`config.mk`:
```
export PLATFORM = sky130hd
export DESIGN_NAME = sha1_byte_stream_hasher
export DESIGN_NICKNAME = d
export VERILOG_FILES = /design/src/design/sha1_pkg.sv /design/src/design/sha1_byte_stream_hasher.sv /design/src/design/sha1_datapath.sv /design/src/design/sha1_ctrl.sv
export SDC_FILE = /design/constraint.sdc
export NUM_CORES = 2
export LEC_CHECK = 0
export BUFFER_PORTS_ARGS = -buffer_cell sky130_fd_sc_hd__buf_2
export CAP_MARGIN = 20
export CORE_ASPECT_RATIO = 0.5
export CORE_MARGIN = 2
export CORE_UTILIZATION = 42
export CTS_BUF_LIST = sky130_fd_sc_hd__clkbuf_8
export CTS_CLUSTER_DIAMETER = 200
export DETAILED_ROUTE_END_ITERATION = 10
export SLEW_MARGIN = 15
export SYNTH_ARGS = -nofsm -noshare
export SYNTH_HDL_FRONTEND = slang
export SYNTH_SLANG_ARGS = --single-unit
```
`constraint.sdc`:
```
create_clock -name clk -period 7.9 [get_ports clk]
set_clock_uncertainty 0.1 [all_clocks]
set_input_delay 0.79 -clock clk [delete_from_list [all_inputs] [get_ports clk]]
set_output_delay 0.79 -clock clk [all_outputs]
set_load 0.005 [all_outputs]
```
`src/design/sha1_pkg.sv`:
```
// shared types and constants for the sha-1 byte stream hasher
package sha1_pkg;

    localparam logic CMD_ABSORB = 1'b0;
    localparam logic CMD_FINISH = 1'b1;

    localparam logic [31:0] H0 = 32'h67452301;
    localparam logic [31:0] H1 = 32'hefcdab89;
    localparam logic [31:0] H2 = 32'h98badcfe;
    localparam logic [31:0] H3 = 32'h10325476;
    localparam logic [31:0] H4 = 32'hc3d2e1f0;

    localparam logic [31:0] K0 = 32'h5a827999;
    localparam logic [31:0] K1 = 32'h6ed9eba1;
    localparam logic [31:0] K2 = 32'h8f1bbcdc;
    localparam logic [31:0] K3 = 32'hca62c1d6;

    localparam logic [7:0] PAD_BYTE = 8'h80;
    localparam int DIGEST_WORDS = 5;

    typedef struct packed {
        logic       cmd;
        logic [7:0] data_byte;
    } in_beat_t;

    typedef struct packed {
        logic [31:0] digest_word;
        logic [2:0]  word_index;
        logic        last_word;
    } out_beat_t;

    // controller to datapath commands
    typedef struct packed {
        logic       wr_byte;    // write byte at byte address
        logic [5:0] wr_addr;
        logic [7:0] wr_data;
        logic       count_bits; // add 8 to bit count
        logic       round_start;// load working vars from chain
        logic       round_step; // one round
        logic [6:0] round_idx;
        logic       chain_add;  // fold working vars into chain
        logic       reinit;     // restore initial values
        logic [2:0] rd_word;    // digest word select
    } dp_cmd_t;

    typedef struct packed {
        logic [63:0] bit_count;
    } dp_status_t;

endpackage

```
`src/design/sha1_byte_stream_hasher.sv`:
```
// sha-1 byte stream hasher top level
// absorb: one byte per cycle while not stalled; the 64th byte of a block starts a
// compression (load, 80 rounds on the single round unit, chain add)
// finish: padding writes one buffer byte a cycle, then one or two compressions,
// then five digest beats, one per cycle when output is not stalled
// input is stalled while any block or digest is in flight
// reset (rst_n low, async) restores initial chaining words and clears all counts
module sha1_byte_stream_hasher (
    input  logic                  clk,
    input  logic                  rst_n,
    input  logic                  in_valid,
    output logic                  in_stall,
    input  sha1_pkg::in_beat_t    in_data,
    output logic                  out_valid,
    input  logic                  out_stall,
    output sha1_pkg::out_beat_t   out_data
);
    sha1_pkg::dp_cmd_t    cmd;
    sha1_pkg::dp_status_t status;
    logic [31:0]          word;
    logic [2:0]           idx;

    // controller sequences buffer writes, rounds and digest beats
    sha1_ctrl u_ctrl (
        .clk       (clk),
        .rst_n     (rst_n),
        .in_valid  (in_valid),
        .in_stall  (in_stall),
        .in_data   (in_data),
        .out_valid (out_valid),
        .out_stall (out_stall),
        .out_index (idx),
        .cmd       (cmd),
        .status    (status)
    );

    // datapath holds buffer, schedule, working vars and chain
    sha1_datapath u_dp (
        .clk         (clk),
        .rst_n       (rst_n),
        .cmd         (cmd),
        .status      (status),
        .digest_word (word)
    );

    assign out_data.digest_word = word;
    assign out_data.word_index  = idx;
    assign out_data.last_word   = (idx == 3'(sha1_pkg::DIGEST_WORDS - 1));

`ifndef SYNTHESIS
    // no input accepted while a digest beat is pending
    a_no_overlap: assert property (@(posedge clk) disable iff (!rst_n)
        out_valid |-> in_stall)
        else $error("input open during digest output");

    // a stalled digest beat holds its word position
    a_hold_index: assert property (@(posedge clk) disable iff (!rst_n)
        (out_valid && out_stall) |=> (out_valid && $stable(out_data.word_index)))
        else $error("digest beat changed under stall");

    // index stays within the digest
    a_index_range: assert property (@(posedge clk) disable iff (!rst_n)
        out_valid |-> (out_data.word_index <= 3'd4))
        else $error("digest index out of range");
`endif
endmodule

```
`src/design/sha1_datapath.sv`:
```
// sha-1 datapath: block buffer, message schedule, round logic and chaining words
module sha1_datapath (
    input  logic                clk,
    input  logic                rst_n,
    input  sha1_pkg::dp_cmd_t   cmd,
    output sha1_pkg::dp_status_t status,
    output logic [31:0]         digest_word
);
    // w_reg holds the block as sixteen big-endian words until the schedule overwrites it
    logic [31:0] w_reg [16];
    logic [31:0] h_reg [5];
    logic [31:0] a_reg, b_reg, c_reg, d_reg, e_reg;
    logic [63:0] bits_reg;
    logic [31:0] w_cur, w_new, f_val, k_val, t_val;
    logic [3:0]  widx;

    assign widx = cmd.round_idx[3:0];

    // byte writes land in their lane, first byte of a word in the top lane
    always_ff @(posedge clk)
    begin
        if (cmd.wr_byte)
        begin
            w_reg[cmd.wr_addr[5:2]][{~cmd.wr_addr[1:0], 3'b000} +: 8] <= cmd.wr_data;
        end
        else if (cmd.round_step)
        begin
            w_reg[widx] <= w_cur;
        end
    end

    // schedule word: block word for first 16 rounds, then circular recurrence
    always_comb
    begin
        w_new = w_reg[(widx + 4'd13)] ^ w_reg[(widx + 4'd8)] ^ w_reg[(widx + 4'd2)] ^ w_reg[widx];
        w_new = {w_new[30:0], w_new[31]};
        if (cmd.round_idx < 7'd16)
        begin
            w_cur = w_reg[widx];
        end
        else
        begin
            w_cur = w_new;
        end
        if (cmd.round_idx < 7'd20)
        begin
            f_val = (b_reg & c_reg) | (~b_reg & d_reg);
            k_val = sha1_pkg::K0;
        end
        else if (cmd.round_idx < 7'd40)
        begin
            f_val = b_reg ^ c_reg ^ d_reg;
            k_val = sha1_pkg::K1;
        end
        else if (cmd.round_idx < 7'd60)
        begin
            f_val = (b_reg & c_reg) | (b_reg & d_reg) | (c_reg & d_reg);
            k_val = sha1_pkg::K2;
        end
        else
        begin
            f_val = b_reg ^ c_reg ^ d_reg;
            k_val = sha1_pkg::K3;
        end
        t_val = {a_reg[26:0], a_reg[31:27]} + f_val + e_reg + w_cur + k_val;
    end

    always_ff @(posedge clk)
    begin
        if (cmd.round_start)
        begin
            a_reg <= h_reg[0];
            b_reg <= h_reg[1];
            c_reg <= h_reg[2];
            d_reg <= h_reg[3];
            e_reg <= h_reg[4];
        end
        else if (cmd.round_step)
        begin
            a_reg <= t_val;
            b_reg <= a_reg;
            c_reg <= {b_reg[1:0], b_reg[31:2]};
            d_reg <= c_reg;
            e_reg <= d_reg;
        end
    end

    always_ff @(posedge clk or negedge rst_n)
    begin
        if (!rst_n)
        begin
            h_reg[0] <= sha1_pkg::H0;
            h_reg[1] <= sha1_pkg::H1;
            h_reg[2] <= sha1_pkg::H2;
            h_reg[3] <= sha1_pkg::H3;
            h_reg[4] <= sha1_pkg::H4;
            bits_reg <= '0;
        end
        else
        begin
            if (cmd.reinit)
            begin
                h_reg[0] <= sha1_pkg::H0;
                h_reg[1] <= sha1_pkg::H1;
                h_reg[2] <= sha1_pkg::H2;
                h_reg[3] <= sha1_pkg::H3;
                h_reg[4] <= sha1_pkg::H4;
                bits_reg <= '0;
            end
            else
            begin
                if (cmd.chain_add)
                begin
                    h_reg[0] <= h_reg[0] + a_reg;
                    h_reg[1] <= h_reg[1] + b_reg;
                    h_reg[2] <= h_reg[2] + c_reg;
                    h_reg[3] <= h_reg[3] + d_reg;
                    h_reg[4] <= h_reg[4] + e_reg;
                end
                if (cmd.count_bits)
                begin
                    bits_reg <= bits_reg + 64'd8;
                end
            end
        end
    end

    always_comb
    begin
        case (cmd.rd_word)
            3'd0:    digest_word = h_reg[0];
            3'd1:    digest_word = h_reg[1];
            3'd2:    digest_word = h_reg[2];
            3'd3:    digest_word = h_reg[3];
            default: digest_word = h_reg[4];
        endcase
    end

    assign status.bit_count = bits_reg;
endmodule

```
`src/design/sha1_ctrl.sv`:
```
// sha-1 controller: byte intake, padding sequence, round counter, digest output
module sha1_ctrl (
    input  logic                  clk,
    input  logic                  rst_n,
    input  logic                  in_valid,
    output logic                  in_stall,
    input  sha1_pkg::in_beat_t    in_data,
    output logic                  out_valid,
    input  logic                  out_stall,
    output logic [2:0]            out_index,
    output sha1_pkg::dp_cmd_t     cmd,
    input  sha1_pkg::dp_status_t  status
);
    localparam logic [2:0] ST_IDLE  = 3'd0;
    localparam logic [2:0] ST_START = 3'd1;
    localparam logic [2:0] ST_ROUND = 3'd2;
    localparam logic [2:0] ST_ADD   = 3'd3;
    localparam logic [2:0] ST_PAD   = 3'd4;
    localparam logic [2:0] ST_EMIT  = 3'd5;

    logic [2:0] state_reg, state_next;
    logic [5:0] fill_reg, fill_next;
    logic [6:0] round_reg, round_next;
    logic [6:0] pad_reg, pad_next;     // next pad byte address, 64 = all written
    logic       fin_reg, fin_next;     // finishing message
    logic       last_reg, last_next;   // compressing final block
    logic [2:0] word_reg, word_next;
    logic [2:0] bsel;
    logic [63:0] bc;

    assign bc = status.bit_count;
    assign bsel = pad_reg[2:0];
    assign in_stall = (state_reg != ST_IDLE);
    assign out_valid = (state_reg == ST_EMIT);
    assign out_index = word_reg;

    always_comb
    begin
        state_next = state_reg;
        fill_next  = fill_reg;
        round_next = round_reg;
        pad_next   = pad_reg;
        fin_next   = fin_reg;
        last_next  = last_reg;
        word_next  = word_reg;
        cmd = '0;
        cmd.round_idx = round_reg;
        cmd.rd_word = word_reg;
        cmd.wr_addr = pad_reg[5:0];
        case (state_reg)
            ST_IDLE:
            begin
                if (in_valid)
                begin
                    if (in_data.cmd == sha1_pkg::CMD_ABSORB)
                    begin
                        cmd.wr_byte = 1'b1;
                        cmd.wr_addr = fill_reg;
                        cmd.wr_data = in_data.data_byte;
                        cmd.count_bits = 1'b1;
                        fill_next = fill_reg + 6'd1;
                        if (fill_reg == 6'd63)
                        begin
                            state_next = ST_START;
                            fin_next = 1'b0;
                            last_next = 1'b0;
                        end
                    end
                    else
                    begin
                        cmd.wr_byte = 1'b1;
                        cmd.wr_addr = fill_reg;
                        cmd.wr_data = sha1_pkg::PAD_BYTE;
                        pad_next = {1'b0, fill_reg} + 7'd1;
                        fin_next = 1'b1;
                        last_next = (fill_reg < 6'd56);
                        state_next = ST_PAD;
                    end
                end
            end
            ST_PAD:
            begin
                // zero fill, length in last eight bytes when final block
                if (pad_reg == 7'd64)
                begin
                    state_next = ST_START;
                end
                else
                begin
                    cmd.wr_byte = 1'b1;
                    cmd.wr_data = 8'd0;
                    if (last_reg && pad_reg >= 7'd56)
                    begin
                        case (bsel)
                            3'd0:    cmd.wr_data = bc[63:56];
                            3'd1:    cmd.wr_data = bc[55:48];
                            3'd2:    cmd.wr_data = bc[47:40];
                            3'd3:    cmd.wr_data = bc[39:32];
                            3'd4:    cmd.wr_data = bc[31:24];
                            3'd5:    cmd.wr_data = bc[23:16];
                            3'd6:    cmd.wr_data = bc[15:8];
                            default: cmd.wr_data = bc[7:0];
                        endcase
                    end
                    pad_next = pad_reg + 7'd1;
                end
            end
            ST_START:
            begin
                cmd.round_start = 1'b1;
                round_next = '0;
                state_next = ST_ROUND;
            end
            ST_ROUND:
            begin
                cmd.round_step = 1'b1;
                round_next = round_reg + 7'd1;
                if (round_reg == 7'd79)
                begin
                    state_next = ST_ADD;
                end
            end
            ST_ADD:
            begin
                cmd.chain_add = 1'b1;
                if (!fin_reg)
                begin
                    state_next = ST_IDLE;
                end
                else if (last_reg)
                begin
                    word_next = '0;
                    state_next = ST_EMIT;
                end
                else
                begin
                    last_next = 1'b1;
                    pad_next = '0;
                    state_next = ST_PAD;
                end
            end
            ST_EMIT:
            begin
                if (!out_stall)
                begin
                    word_next = word_reg + 3'd1;
                    if (word_reg == 3'(sha1_pkg::DIGEST_WORDS - 1))
                    begin
                        cmd.reinit = 1'b1;
                        fill_next = '0;
                        state_next = ST_IDLE;
                    end
                end
            end
            default:
            begin
                state_next = ST_IDLE;
            end
        endcase
    end

    always_ff @(posedge clk or negedge rst_n)
    begin
        if (!rst_n)
        begin
            state_reg <= ST_IDLE;
            fill_reg  <= '0;
            round_reg <= '0;
            pad_reg   <= '0;
            fin_reg   <= 1'b0;
            last_reg  <= 1'b0;
            word_reg  <= '0;
        end
        else
        begin
            state_reg <= state_next;
            fill_reg  <= fill_next;
            round_reg <= round_next;
            pad_reg   <= pad_next;
            fin_reg   <= fin_next;
            last_reg  <= last_next;
            word_reg  <= word_next;
        end
    end
endmodule
```
==> metrics.md <==
| Metric | Value |
|---|---|
| Largest net degree at the start of global routing | `~130` |
| Max FO, Critical Path | `34` |
| Hold_sp | `out_stall` |
| IO Port Bufs | `50` |
| Final TNS setup | `0 ns` |
| Fin nets | `approximately 5600` |
| Drt first pass iters | `6` |
| Final hold slack | `0.201 ns` |
| Via count | `~44000` |
| CTS H-tree lvls | `4` |
| Crit path kind | `register to register` |
| Clock transition at path regs | `around 0.07 ns` |
| Residual DRC | `0` |
| Mapped cell area | `59400 sq um` |
| XOR/XNOR Fraction of Synth Area | `under 10%` |
| Synth area leader | `edfxtp_1` |
| Most used flip-flop cell after synthesis | `edfxtp_1` |
| Reg2reg end | `u_dp.a_reg[30]` |
| Gpl congestion | `roughly 0.91` |
| Share of cells above drive strength 1 | `about 18%` |
| Boundary Pins | `roughly 50` |
| Reg2reg setup slack | `roughly 0.29 ns` |
| Post-synth EDFFs | `672` |
| Largest family of logic cells by synthesized area | `multiplexers` |
| Critical Path RT | `~8.4 ns` |
| Crit start category | `register` |
| Full die area | `around 140000 sq um` |
| Slew @ Worst Pin | `1.19 ns` |
| DR WL/cell | `25.3 um` |
| Synth unique cells | `75` |
| HP Class | `input pin to register` |
| Root buffer cell | `clkbuf_8` |
| Dpl hpwl | `approximately 120 mm` |
| Max-slew violations | `0` |
| Global-route wire length before repair | `about 270 mm` |
| Simple-Gate Fraction of Synth Area | `9.87%` |
| Synth top cells by count | `edfxtp_1 (672), nand2_1 (593), nor2_1 (361), mux4_2 (338), o21ai_0 (310)` |
| Die X | `roughly 540 um` |
| CTS Buffer Depth | `3` |
| Post-Synth Adder-Cell Area | `9.12%` |
| Worst-Skew Late Latency | `0.90 ns` |
| Multi-input logic area | `slightly above 30000 sq um` |
| Count leader, synth | `edfxtp_1` |
| Gr usage total | `between 20% and 30%` |
| Worst reg2reg path startpoint | `u_ctrl.round_reg[0]` |
| Synth warnings | `0` |
| Fin crit period | `between 7 and 8 ns` |
| Mux share of post-synthesis cell area | `approximately 18%` |
| Mapped Avg Cell Area | `11.6 sq um` |
| Syn Inst Count | `5116` |
| Top cells by area, synth | `edfxtp_1 (34%), mux4_2 (13%), dfrtp_1 (7.1%)` |
| Ys async rst share | `27.0%` |
| Rows | `97` |
| Via density | `~6` |
| Core ar. | `between 100000 and 150000 sq um` |
| Setup violators final | `0` |
| Sequential Area | `~27000 sq um` |
| Worst reg2reg path depth | `25` |
| Syn Nets | `about 5500` |
| Remaining antenna violation count | `0` |
| Final Cycle Share | `about 96%` |
| Kind of end point of the critical path | `register` |
| Hold Path Depth | `3` |
| Final wirelength | `183 mm` |
| Status | `complete, no violations` |
| Initial Utilization | `a little over two fifths` |
| Number of max-cap violations | `0` |
| Filler cells | `roughly 13000` |
| CTS tree | `done` |
| Share of the synthesized area in the top cell type | `roughly 34%` |
| Initial DRC Count | `between 4000 and 5000` |
| Sequential-to-total area share from yosys stat | `44.6%` |
| CTS buffer count | `roughly 150` |
| Final Util | `46.9%` |
| Number of global-route vias before repair | `approximately 43000` |
| Hold path endpoint | `u_ctrl.out_index[2]` |
| Maximum clock rate | `131 MHz` |
| Grt total ovfl | `0` |
| Synth Area in Compound Gates | `between 10% and 20%` |
| Final Hold Fails | `0` |
| Max reg flops | `between 500 and 600` |
| CP arrival | `8.16 ns` |
| P&R area growth vs syn | `10.6%` |
| Clock sink count | `roughly 900` |
| Seq cells post-synth | `921` |
| Max-slew headroom | `19.4%` |
| Initial antenna violation count | `6` |
| RSZ-0062 raised after global routing | `no` |
| Die Y | `between 200 and 300 um` |
cell usage in the layout, fill, tap and decap left out, types with 26 or more instances in the layout:
master and n:
buf_4 164, dfrtp_1 165, nor2b_1 33, a21o_1 84
nor2_1 355, o21bai_1 26, clkbuf_8 160, nand3_1 114
buf_2 51, nand2_1 593, a31oi_1 60, clkinv_1 31
a22oi_1 67, dfstp_2 80, mux4_2 338, or3_1 29
nor3_1 61, o21ai_0 302, inv_1 299, mux2i_1 254
ha_1 232, xnor2_1 142, edfxtp_1 672, a21oi_1 259
fa_1 124, nand2b_1 31, xor2_1 174
cell type report:
class	count	area share (%)
multi-input combinational	3661	47.3
antenna	2	0.00761
inverter	257	1.47
tap	1881	3.58
timing repair buffer	243	3.00
sequential	921	40.3
clock buffer	160	3.35
clock inverter	113	1.00
stage by stage:
stage	std cells	setup WS, ns	area [sq um]
6_report	7238	0.285	65800
5_1_grt	7237	0.00314	65800
3_5_place_dp	6936	0.0726	62500
3_3_place_gp	6931	0.211	62500
2_1_floorplan	5116	0.0444	59400
4_1_cts	7210	0.0841	65400
timing repair:
action | in CTS | in global routing
buffers inserted | 0 | 13
resized for setup | 0 | 14
hold buffers | 1 | 0
setup endpoints to repair | 0 | 6
hold endpoints to repair | 63 | 0
metal layers:
| metal | vias up | track usage [%] | part of all wire [%] |
|---|---|---|---|
| met2 | 1993 | 37.9 | 45 |
| met5 | - | 0 | 0.015 |
| li1 | 19300 | - | - |
| met3 | 333 | 4.92 | 8.9 |
| met1 | 22300 | 35.8 | 43 |
| met4 | 4 | 8.28 | 3.0 |
cell families after synthesis:
| family | after synthesis |
|---|---|
| compound gates | 1029 |
| xor+xnor | 319 |
| fa+ha+maj | 359 |
| buf+inv | 534 |
| flops | 921 |
| mux | 614 |
| simple gates | 1340 |
worst max path at each step:
stage,from,end,depth (start not counted)
3_3_place_gp,u_ctrl.round_reg[1],u_dp.a_reg[31],26
5_1_grt,u_ctrl.round_reg[0],u_dp.a_reg[30],27
3_5_place_dp,u_ctrl.round_reg[0],u_dp.a_reg[31],25
4_1_cts,u_ctrl.round_reg[0],u_dp.a_reg[31],25
2_1_floorplan,u_ctrl.round_reg[2],u_dp.a_reg[31],32
6_report,u_ctrl.round_reg[0],u_dp.a_reg[30],25
critical path, cell delays in order, from the launching register on:
cell and delay (ns):
dfrtp_4 0.57, buf_16 0.29, buf_4 0.29, mux4_2 0.53, mux4_2 0.49, xor2_1 0.18, xnor2_1 0.20, o21ai_0 0.12
buf_4 0.18, fa_1 0.49, fa_1 0.54, inv_1 0.05, fa_1 0.53, inv_1 0.04, ha_1 0.34, a21oi_1 0.25
nand2_1 0.08, o31a_1 0.31, and3_1 0.22, o311a_1 0.33, o21ai_0 0.21, a21oi_1 0.16, a311oi_1 0.27, o21ai_0 0.13
xor2_1 0.15, mux2_2 0.26
Power is left out: the tool's default activity adds up to more than one toggle a clock period on the data nets, which glitch-free logic cannot reach.
